### src/rtl/core/rtp_playout_jitter_buffer_assert.svh
// ---------------------------------------------------------------------------
// rtp playout jitter buffer assertion macros
// clocked assertion wrappers, compiled out when NO_ASSERTIONS is defined
// ---------------------------------------------------------------------------
`ifndef RTP_PLAYOUT_JITTER_BUFFER_ASSERT_SVH
`define RTP_PLAYOUT_JITTER_BUFFER_ASSERT_SVH
`ifndef NO_ASSERTIONS
`define RJB_ASSERT(label, prop, msg) \
    label: assert property (@(posedge i_clk) disable iff (!i_rst_n) prop) else $error(msg);
`define RJB_ASSERT_NEXT(label, cond, nxt, msg) \
    label: assert property (@(posedge i_clk) disable iff (!i_rst_n) (cond) |=> (nxt)) \
    else $error(msg);
`else
`define RJB_ASSERT(label, prop, msg)
`define RJB_ASSERT_NEXT(label, cond, nxt, msg)
`endif
`endif

### src/rtl/core/rjb_pkg.sv
// ---------------------------------------------------------------------------
// rjb_pkg
// shared types, codes and constants of the rtp playout jitter buffer
// ---------------------------------------------------------------------------
package rjb_pkg;

    localparam int DEF_QUEUE_DEPTH = 64;
    localparam int DEF_TAG_BITS    = 16;
    localparam int DIV_BITS        = 64;

    localparam logic [30:0] CLOCK_RATE_RST = 31'd90000;
    localparam logic [6:0]  MAX_ITEMS_RST  = 7'd64;
    localparam logic [31:0] MAX_BYTES_RST  = 32'hFFFF_FFFF;
    localparam logic [6:0]  STARTUP_RST    = 7'd1;

    localparam logic [29:0] NS_PER_S = 30'd1000000000;
    localparam logic [63:0] Q_LIMIT  = 64'd9223372036;
    localparam logic [63:0] S64_MAX  = 64'h7FFF_FFFF_FFFF_FFFF;

    localparam logic [1:0] KIND_PUSH  = 2'd0;
    localparam logic [1:0] KIND_POLL  = 2'd1;
    localparam logic [1:0] KIND_FLUSH = 2'd2;

    localparam logic [3:0] ST_QUEUED    = 4'd0;
    localparam logic [3:0] ST_NO_DATA   = 4'd1;
    localparam logic [3:0] ST_TIMELINE  = 4'd2;
    localparam logic [3:0] ST_NON_MONO  = 4'd3;
    localparam logic [3:0] ST_ITEM_FULL = 4'd4;
    localparam logic [3:0] ST_BYTE_FULL = 4'd5;
    localparam logic [3:0] ST_LATE      = 4'd6;
    localparam logic [3:0] ST_RELEASED  = 4'd7;
    localparam logic [3:0] ST_NOT_READY = 4'd8;
    localparam logic [3:0] ST_FLUSHED   = 4'd9;

    localparam logic [1:0] CFG_CLOCK_RATE = 2'd0;
    localparam logic [1:0] CFG_MAX_ITEMS  = 2'd1;
    localparam logic [1:0] CFG_MAX_BYTES  = 2'd2;
    localparam logic [1:0] CFG_STARTUP    = 2'd3;

    typedef struct packed {
        logic [1:0]  kind;
        logic [15:0] au_tag;
        logic [31:0] payload_bytes;
        logic [31:0] rtp_timestamp;
        logic [62:0] now_ns;
    } t_in_item;

    typedef struct packed {
        logic [3:0]  status;
        logic [15:0] released_tag;
        logic        next_valid;
        logic [62:0] next_ready_ns;
        logic [6:0]  held_count;
        logic [31:0] held_bytes;
        logic        playing;
    } t_out_item;

    typedef enum logic [4:0] {
        S_IDLE, S_UNW, S_NEG, S_DIV1, S_MULR, S_MULQ, S_DIV2, S_SUM, S_MED,
        S_CHK, S_REL1, S_REL2, S_PCK, S_WR, S_PCHK, S_RD, S_RDL, S_FIN, S_OUT
    } t_state;

    typedef enum logic [1:0] {RET_PUSH, RET_POLL, RET_FIN} t_ret;

endpackage

### src/rtl/core/rjb_div.sv
// ---------------------------------------------------------------------------
// rjb_div
// bit-serial restoring divider, 64-bit dividend by 31-bit divisor
// ---------------------------------------------------------------------------
module rjb_div (
    input  logic        i_clk,
    input  logic        i_rst_n,
    input  logic        i_start,
    input  logic [63:0] i_dividend,
    input  logic [30:0] i_divisor,
    output logic        o_done,
    output logic [63:0] o_quotient,
    output logic [30:0] o_remainder
);
    import rjb_pkg::*;

    localparam int NW = $clog2(DIV_BITS + 1);

    logic [NW-1:0] r_cnt;
    logic          r_busy;
    logic          r_done;
    logic [63:0]   r_q;
    logic [30:0]   r_r;
    logic [30:0]   r_d;
    logic [31:0]   trial;
    logic [31:0]   diff;
    logic          ge;

    assign trial = {r_r, r_q[63]};
    assign ge    = trial >= {1'b0, r_d};
    assign diff  = trial - {1'b0, r_d};

    always_ff @(posedge i_clk) begin
        if (!i_rst_n) begin
            r_busy <= 1'b0;
            r_done <= 1'b0;
            r_cnt  <= '0;
        end else begin
            r_done <= 1'b0;
            if (i_start) begin
                r_busy <= 1'b1;
                r_cnt  <= NW'(DIV_BITS);
            end else if (r_busy) begin
                r_cnt <= r_cnt - 1'b1;
                if (r_cnt == NW'(1)) begin
                    r_busy <= 1'b0;
                    r_done <= 1'b1;
                end
            end
        end
    end

    always_ff @(posedge i_clk) begin
        if (i_start) begin
            r_q <= i_dividend;
            r_r <= '0;
            r_d <= i_divisor;
        end else if (r_busy) begin
            r_r <= ge ? diff[30:0] : trial[30:0];
            r_q <= {r_q[62:0], ge};
        end
    end

    assign o_done      = r_done;
    assign o_quotient  = r_q;
    assign o_remainder = r_r;

endmodule

### config.mk
export PLATFORM = sky130hd
export DESIGN_NAME = rjb_div
export DESIGN_NICKNAME = d
export VERILOG_FILES = /design/src/rtl/core/rtp_playout_jitter_buffer_assert.svh /design/src/rtl/core/rjb_pkg.sv /design/src/rtl/core/rjb_div.sv
export SDC_FILE = /design/constraint.sdc
export NUM_CORES = 1
export LEC_CHECK = 0
export ABC_AREA = 1
export BUFFER_PORTS_ARGS = -buffer_cell sky130_fd_sc_hd__buf_2
export CAP_MARGIN = 5
export CORE_AREA = 10 10 140 142
export CTS_BUF_LIST = sky130_fd_sc_hd__clkbuf_8
export DETAILED_ROUTE_END_ITERATION = 8
export DIE_AREA = 0 0 150 152
export GPL_TIMING_DRIVEN = 0
export PLACE_DENSITY_LB_ADDON = 0.15
export SLEW_MARGIN = 20
export SYNTH_ARGS = -nofsm -noshare
export SYNTH_HDL_FRONTEND = slang
export SYNTH_SLANG_ARGS = --single-unit
### constraint.sdc
create_clock -name i_clk -period 8.27 [get_ports i_clk]
set_input_delay 1.654 -clock i_clk [delete_from_list [all_inputs] [get_ports i_clk]]
set_output_delay 1.654 -clock i_clk [all_outputs]
set_load 0.005 [all_outputs]
# ---- Yosys cells after proc, flatten, opt, wreduce, memory -nomap -nowiden
# Cells that the tools add are included.
dict set report totals {
  reg_bits 135
  word_cells 25
  output_inout_bits 96
  in_bits 98
}
dict set report op_classes {
  n_reduce_logical 3
  n_mux 9
  order_cmp 1
  bitwise 2
  addsub 2
  eq_ne 1
}
# cell count
set ops {}
lappend ops {{$mux 64} 2}
lappend ops {{$ge 32x31->1} 1}
lappend ops {{$mux 31} 1}
lappend ops {{$sub 31x31->31} 1}
lappend ops {{$mux 7} 2}
lappend ops {{$eq 7x1->1 const B} 1}
lappend ops {{$sub 7x1->7 const B} 1}
lappend ops {{$mux 1} 4}
lappend ops {{$reduce_or 3->1} 1}
lappend ops {{$not 1->1} 2}
lappend ops {{$reduce_bool 2->1} 1}
lappend ops {{$reduce_or 2->1} 1}

# ---- Logic depth before layout (Yosys ltp)
# Gate-level depths: netlist of run 1.
dict set report logic_depth {
  word_depth 4
  mapped_depth 17
  ltp_nobuf 16
}

# ---- Worst setup path after synthesis of run 1
# Ideal clock, no wire load.
dict set report synth_path {
  path_type {input-to-reg}
  startpoint {input port i_start}
  endpoint {register r_q[0] (netlist: o_quotient[0]) (enable)}
  path_stages 3
  setup_ns 0.454
  path_buffers 1
  t_arrival_ns 3.757
  setup_slack_ns 4.058
  cell_sequence {nor2_1 > inv_1 > clkbuf_1}
}
dict set report synth_between {
  elab_chain_len 1
}
# item line_no
set synth_rtl {}
lappend synth_rtl {{from (decl)} rjb_div.sv:8} ;# input logic i_start,
lappend synth_rtl {{$reduce_bool 2->1 (no source line)} --}
lappend synth_rtl {{to (signal assigned)} rjb_div.sv:55} ;# r_q <= i_dividend;
lappend synth_rtl {{to (signal assigned)} rjb_div.sv:60} ;# r_q <= {r_q[62:0], ge};
lappend synth_rtl {{to (decl)} rjb_div.sv:22} ;# logic [63:0] r_q;
# No other way between the ends.
# A chain may end at the register's enable or synchronous reset.

# ---- Worst setup path after layout of run 1
dict set report layout_path {
  startpoint {input port i_start}
  endpoint {register r_q[29] (netlist: o_quotient[29]) (enable)}
}
# Same word-level chain as after synthesis.

==> results of run 1 <==
-- layer usage --
metal	up-vias	track usage [%]	wire, um
li1	3929	-	-
met1	3324	24.9	9910
met2	213	33.2	10700
met3	39	8.58	2180
met4	4	6.94	518
met5	-	0	35
-- Yosys cell counts (5+ instances only) --
cell,n
inv_1,174
inv_2,8
a21oi_1,15
buf_2,5
nor2_1,45
nand3_1,73
nor2_4,5
clkbuf_1,15
o21ai_1,12
and2_1,5
nand2_1,510
nand4_1,6
nor3_1,7
nand3b_1,17
ha_1,33
nand2_2,9
xnor2_1,13
dfxtp_1,40
edfxtp_1,95
-- metrics by stage --
stage	worst slack, ns	instances	hold WS, ns
finish	4.98	1582	0.490
global route	4.82	1580	0.519
CTS	4.96	1580	0.493
detailed placement	4.43	1548	0.481
global placement	2.19	1547	0.473
floorplan	4.06	1129	0.461
-- where the power goes --
part	internal, W	switching, W
clock	0.000258	0.000323
combinational	0.0000860	0.000133
sequential	0.000782	0.0000232
-- final cells by class --
class | count | area [um^2] | area share (%)
diodes | 2 | 5.00 | 0.0505
flip-flops and latches | 135 | 3650 | 36.9
inverters | 186 | 698 | 7.04
repair buffers | 194 | 993 | 10.0
multi-input cells | 779 | 3710 | 37.4
clock buffers | 17 | 234 | 2.36
well taps | 225 | 282 | 2.84
clock inverters | 15 | 185 | 1.87
plain buffers | 29 | 153 | 1.54
-- worst max-delay path: cells and delay by family --
| kind | cells | cell delay, ns |
|---|---|---|
| buffers and inverters | 4 | 1.58 |
| AND/OR/NAND/NOR | 1 | 0.15 |
-- final timing paths --
path,startpoint,to,slack [ns],cells after the start
max reg2reg,o_quotient[63],o_remainder[24],5.87,15
max,i_start,o_quotient[29],4.98,5
min reg2reg,o_remainder[11],o_remainder[11],0.49,2
min,o_remainder[11],o_remainder[11],0.49,2
-- cells by family (layout without fill, tap and decap cells) --
logic type | after synthesis | in the layout | synth area share, %
AND/OR/NAND/NOR | 693 | 693 | 35.7
flip-flops | 135 | 135 | 44.5
XOR/XNOR | 16 | 16 | 1.71
buffers and inverters | 215 | 441 | 10.3
adder cells (fa/ha/maj) | 34 | 34 | 5.27
other | 0 | 2 | 0
AO/OA/AOI/OAI | 36 | 36 | 2.54
-- sequential cells by signal (all words and copies together), names as in the netlist --
name / cells
o_done: 1
o_quotient: 64
r_busy: 1
r_d: 31
o_remainder: 31
r_cnt: 7
==> impl_results.md, run 1 <==
* Via count at 7,509
* Post-DP HPWL at 18,600 um
* Crit path required time at 8.42 ns
* Worst VDD drop at 0.132 mV
* Syn_nets at 1,261
* Clk slew on worst S/H paths at 0.09 ns
* Post-synth ARST share at 0%
* Share of the synthesized area in the top cell type at 34.7%
* Hold buffers post-CTS at 0
* Fillers at 1,703
* Slowest CP cell: buf_2
* Layout net count at 1,474
* Top-Level Pins at 194
* Warning count from the yosys run at 0
* Die W at 150 um
* CTS resizes at 0
* Vias per cell at 4.75
* Avg WL per Cell at 14.7 um
* RSZ-0062 raised after global routing: false
* Max_cap viols at 0
* Worst Skew at 0.0200 ns
* Rows at 48
* Crit start category: input pin
* Commonest non-fill, non-tap cell in the layout: nand2_1
* Achievable clock frequency at 304 MHz
* GRT Total Usage at 20.9%
* Post-synthesis register bit count at 135
* Crit path largest cell delay at 0.65 ns
* Fin crit share at 39.8%
* Post-route ant nets at 0
* Num CTS Buffers at 17
* Hold WC Path Type: reg -> reg
* H-Tree Level Count at 4
* CTS tree: done
* # Post-CTS Setup Buffers at 0
* DR pass1 iterations at 5
* DRC Markers at 0
* Largest area contributor in the synthesized netlist: edfxtp_1
* GR Overflow Total at 0
* Cells after Synth at 1,129
* Post-route cell area at 0.00991 mm^2
* Core Region at 0.0169 mm^2
* Iter 0 DRT Violations at 443
* Die Y at 152 um
* Sequential area share after synthesis at 44.5%
* RePlAce Congestion at 0.954
* CTS Root Cell: clkbuf_8
* Starting Density at 48.5%
* Area growth, synth to finish at 20.7%
* Leak Pwr at 5.42 nW
* Outcome: completed
* Crit-path max FO at 46
* Vias in the first global route at 7,491
* Hold Violations, Final at 0
* Synth cell types at 41
* Post-layout min period at 3.29 ns
* Most frequent cells in the layout: nand2_1, buf_2, inv_1, edfxtp_1, nand3_1
* Synth top area cells: edfxtp_1, nand2_1, dfxtp_1
* Clk_lat worst skew at 0.48 ns
* Crit path arrival time at 3.44 ns
* Slew margin rel. at 42.9%
* Clk sink count at 135
* Drt total wl at 23,300 um
* First-pass GRT wire length at 37,800 um
* Netlist Area Pre-Place at 0.00821 mm^2
* Clk buf depth at 2
* Final Util at 58.5%
* I/O Buffers at 193
* Worst-Margin Slew at 0.857 ns
* Crit. End Element: flip-flop
* Fin. max-slew vios at 0
* Pin count of the biggest net entering global routing at 47
* Die Footprint at 0.0228 mm^2
* Mean Syn Cell Area at 7.27 um^2
* Initial antenna violation count at 5
* Final setup TNS at 0 ns
* # setup viols final at 0
* Share of layout cells above drive strength 1 at 19.9%
* PwrDens at 162 mW/mm^2
* EDFF count, synth at 95
* Power Total at 0.00161 W
* Crit-path cells: buf_2 > nor2_1 > inv_1 > clkbuf_4 > buf_16
* DP Area at 0.00949 mm^2
* Crit Path Class: in -> reg
* Synth Flop Type: edfxtp_1
No activity file was read; power rests on OpenSTA's default activity.
==> run 2: changes to the inputs <==
Clock period 8.27 ns to 3.05 ns, I/O delays scaled along.
==> run 2 against run 1 <==
Effect of this change: global-route usage is essentially flat; largest cell class unchanged; first-iteration DRC count grew 1.6%; sequential power grew to 2.7 times the previous value; register-to-register slack lost 5.3 ns; critical endpoint is now o_remainder[24]; final cell count is the same; sequential share of layout area grew 0.070 points.
==> impl_results.md, run 2 (synthesis gave the netlist of run 1 again) <==
* Worst Skew at 0.0162 ns (was 0.0200 ns)
* Largest register FFs at 64 (unchanged)
* Crit path largest cell delay at 0.41 ns (was 0.65 ns)
* PwrDens at 437 mW/mm^2 (was 162 mW/mm^2)
* Starting Density at 48.5% (unchanged)
* Most Used Layer, Global Route: met2 (unchanged)
* Reg2reg path depth at 15 (unchanged)
* Avg WL per Cell at 14.9 um (was 14.7 um)
* GRT Total Usage at 20.9% (about the same)
* Clk buf depth at 2 (unchanged)
* Fin. max-slew vios at 0 (unchanged)
* Die Y at 152 um (unchanged)
* Commonest non-fill, non-tap cell in the layout: nand2_1 (unchanged)
* Critical Path Sink: o_remainder[24] (was o_quotient[29])
* WP depth at 15 (was 5)
* Top-Level Pins at 194 (unchanged)
* Final setup TNS at 0 ns (unchanged)
* Clk slew on worst S/H paths at 0.09 ns (about the same)
* Crit Path Class: reg -> reg (was in -> reg)
* Fin crit share at 80.5%
* Via count at 7,560 (was 7,509)
* Achievable clock frequency at 407 MHz
* Final worst slack at 0.595 ns (was 4.98 ns)
* Most frequent cells in the layout: nand2_1, buf_2, inv_1, edfxtp_1, nand3_1 (unchanged)
* Num CTS Buffers at 17 (unchanged)
* Global Route met2 Usage at 33.6% (was 33.2%)
* CTS Root Cell: clkbuf_8 (unchanged)
* Crit path launch: o_quotient[63] (was i_start)
* Rows at 48 (unchanged)
* M3 GR Usage at 9.03% (was 8.58%)
* CTS resizes at 0 (unchanged)
* Pin count of the biggest net entering global routing at 46 (was 47)
* Area growth, synth to finish at 20.5% (was 20.7%)
* Post-layout min period at 2.45 ns
* GR Overflow Total at 0 (unchanged)
* R2r endpoint: o_remainder[24] (unchanged)
* DR pass1 iterations at 5 (unchanged)
* First-pass GRT wire length at 38,100 um (was 37,800 um)
* Share of layout cells above drive strength 1 at 19.9% (unchanged)
* Drt total wl at 23,500 um (was 23,300 um)
* # setup viols final at 0 (unchanged)
* R2R setup slack at 0.60 ns (was 5.87 ns)
* Hold Violations, Final at 0 (unchanged)
* Slowest CP cell: fa_1 (was buf_2)
* Pre-CTS WS at 0.276 ns (was 4.43 ns)
* Crit start category: flip-flop (was input pin)
* RSZ-0062 raised after global routing: false (unchanged)
* Vias in the first global route at 7,586 (was 7,491)
* Vias per cell at 4.78 (was 4.75)
* Crit path required time at 3.45 ns (was 8.42 ns)
* H-Tree Level Count at 4 (unchanged)
* DP Area at 0.00949 mm^2 (unchanged)
* CP delay by family, top: simple AND/OR/NAND/NOR gates (was buffers and inverters)
* Clk sink count at 135 (unchanged)
* Crit-path max FO at 10 (was 46)
* RePlAce Congestion at 0.953 (was 0.954)
* I/O Buffers at 193 (unchanged)
* Slew margin rel. at 41.7% (was 42.9%)
* Clk_lat worst skew at 0.46 ns (was 0.48 ns)
* Iter 0 DRT Violations at 450 (was 443)
* Leak Pwr at 5.41 nW (was 5.42 nW)
* Layout net count at 1,474 (unchanged)
* Crit path arrival time at 2.86 ns (was 3.44 ns)
* Outcome: completed (unchanged)
* CTS tree: done (unchanged)
* Die Footprint at 0.0228 mm^2 (unchanged)
* Worst R2R Start: o_quotient[63] (unchanged)
* Hold WC Path Type: in -> reg (was reg -> reg)
* Grt met1 use at 24.7% (was 24.9%)
* Worst VDD drop at 0.357 mV (was 0.132 mV)
* Worst hold start: i_divisor[28] (was o_remainder[11])
* Crit-path cells: inv_1 > ha_1 > fa_1 > inv_1 > nand2_1 > nand2_1 > nand3_2 > nand2_2 > nand2_2 > nand3_2 > nand2_4 > buf_2 > nand3b_1 > nand3_1 > nand2_1 (was buf_2 > nor2_1 > inv_1 > clkbuf_4 > buf_16)
* Hold buffers post-CTS at 0 (unchanged)
* Post-route ant nets at 0 (unchanged)
* DRC Markers at 0 (unchanged)
* Worst-Margin Slew at 0.874 ns (was 0.857 ns)
* Die W at 150 um (unchanged)
* WP buf/inv at 3 (was 4)
* # Post-CTS Setup Buffers at 0 (unchanged)
* Initial antenna violation count at 3 (was 5)
* Max_cap viols at 0 (unchanged)
* Crit. End Element: flip-flop (unchanged)
* Hold path depth at 1 (was 2)
* Post-DP HPWL at 18,700 um (was 18,600 um)
* Core Region at 0.0169 mm^2 (unchanged)
* Most frequent CP cell: nand2_1
* Post-route cell area at 0.00990 mm^2 (was 0.00991 mm^2)
-- run 2: cell types whose count changed in the layout (fill, tap and decap cells not counted) --
cell | previous run | this run
clkinvlp_4 | 0 | 3
inv_8 | 6 | 2
bufinv_16 | 1 | 2
clkinv_8 | 3 | 0
clkinv_2 | 0 | 1
inv_6 | 2 | 5
clkinv_4 | 2 | 1
-- run 2: worst register-to-register path, cell delays in order (launching register included) --
cell	delay [ns]
edfxtp_1	0.35
inv_1	0.06
ha_1	0.22
fa_1	0.41
inv_1	0.13
nand2_1	0.07
nand2_1	0.08
nand3_2	0.06
nand2_2	0.14
nand2_2	0.09
nand3_2	0.09
nand2_4	0.09
buf_2	0.23
nand3b_1	0.17
nand3_1	0.13
nand2_1	0.09
-- run 2: layout make-up --
type | count | area, um^2
Fill cell | 1655 | 7040
Multi-Input combinational cell | 779 | 3710
Sequential cell | 135 | 3650
Timing Repair Buffer | 194 | 993
Inverter | 186 | 698
Tap cell | 225 | 282
Clock buffer | 17 | 234
Clock inverter | 15 | 166
Buffer | 29 | 153
Antenna cell | 2 | 5.00
-- run 2: per-stage QoR --
step | utilization [%] | instances | power (W) | hold WS [ns]
after floorplan | - | 1129 | 0.00254 | 0.461
after global placement | 55.9 | 1547 | 0.00281 | 0.472
after detailed placement | 56.0 | 1548 | 0.00283 | 0.479
after CTS | 58.4 | 1580 | 0.00437 | 0.294
after global routing | 58.4 | 1580 | 0.00454 | 0.295
final | 58.4 | 1582 | 0.00433 | 0.316
-- run 2: per-layer routing --
layer | up-vias | part of all wire (%)
met4 | 2 | 2.3
met5 | - | 0.047
met2 | 241 | 46
met1 | 3346 | 42
met3 | 42 | 9.6
li1 | 3929 | -
-- run 2: where the power goes --
part           leakage, nW  total, W  switching, W  internal [W]
combinational         3.93  0.000596      0.000363      0.000234
sequential            1.28   0.00218     0.0000632       0.00212
clock                0.195   0.00155      0.000803      0.000746
total                 5.41   0.00433       0.00123       0.00310
-- run 2: worst min path at each step --
stage,to,slack [ns]
after detailed placement,o_remainder[27],0.48
after global routing,r_d[28],0.29
after CTS,r_d[18],0.29
after global placement,r_cnt[0],0.47
final,r_d[28],0.32
after floorplan,r_cnt[0],0.46
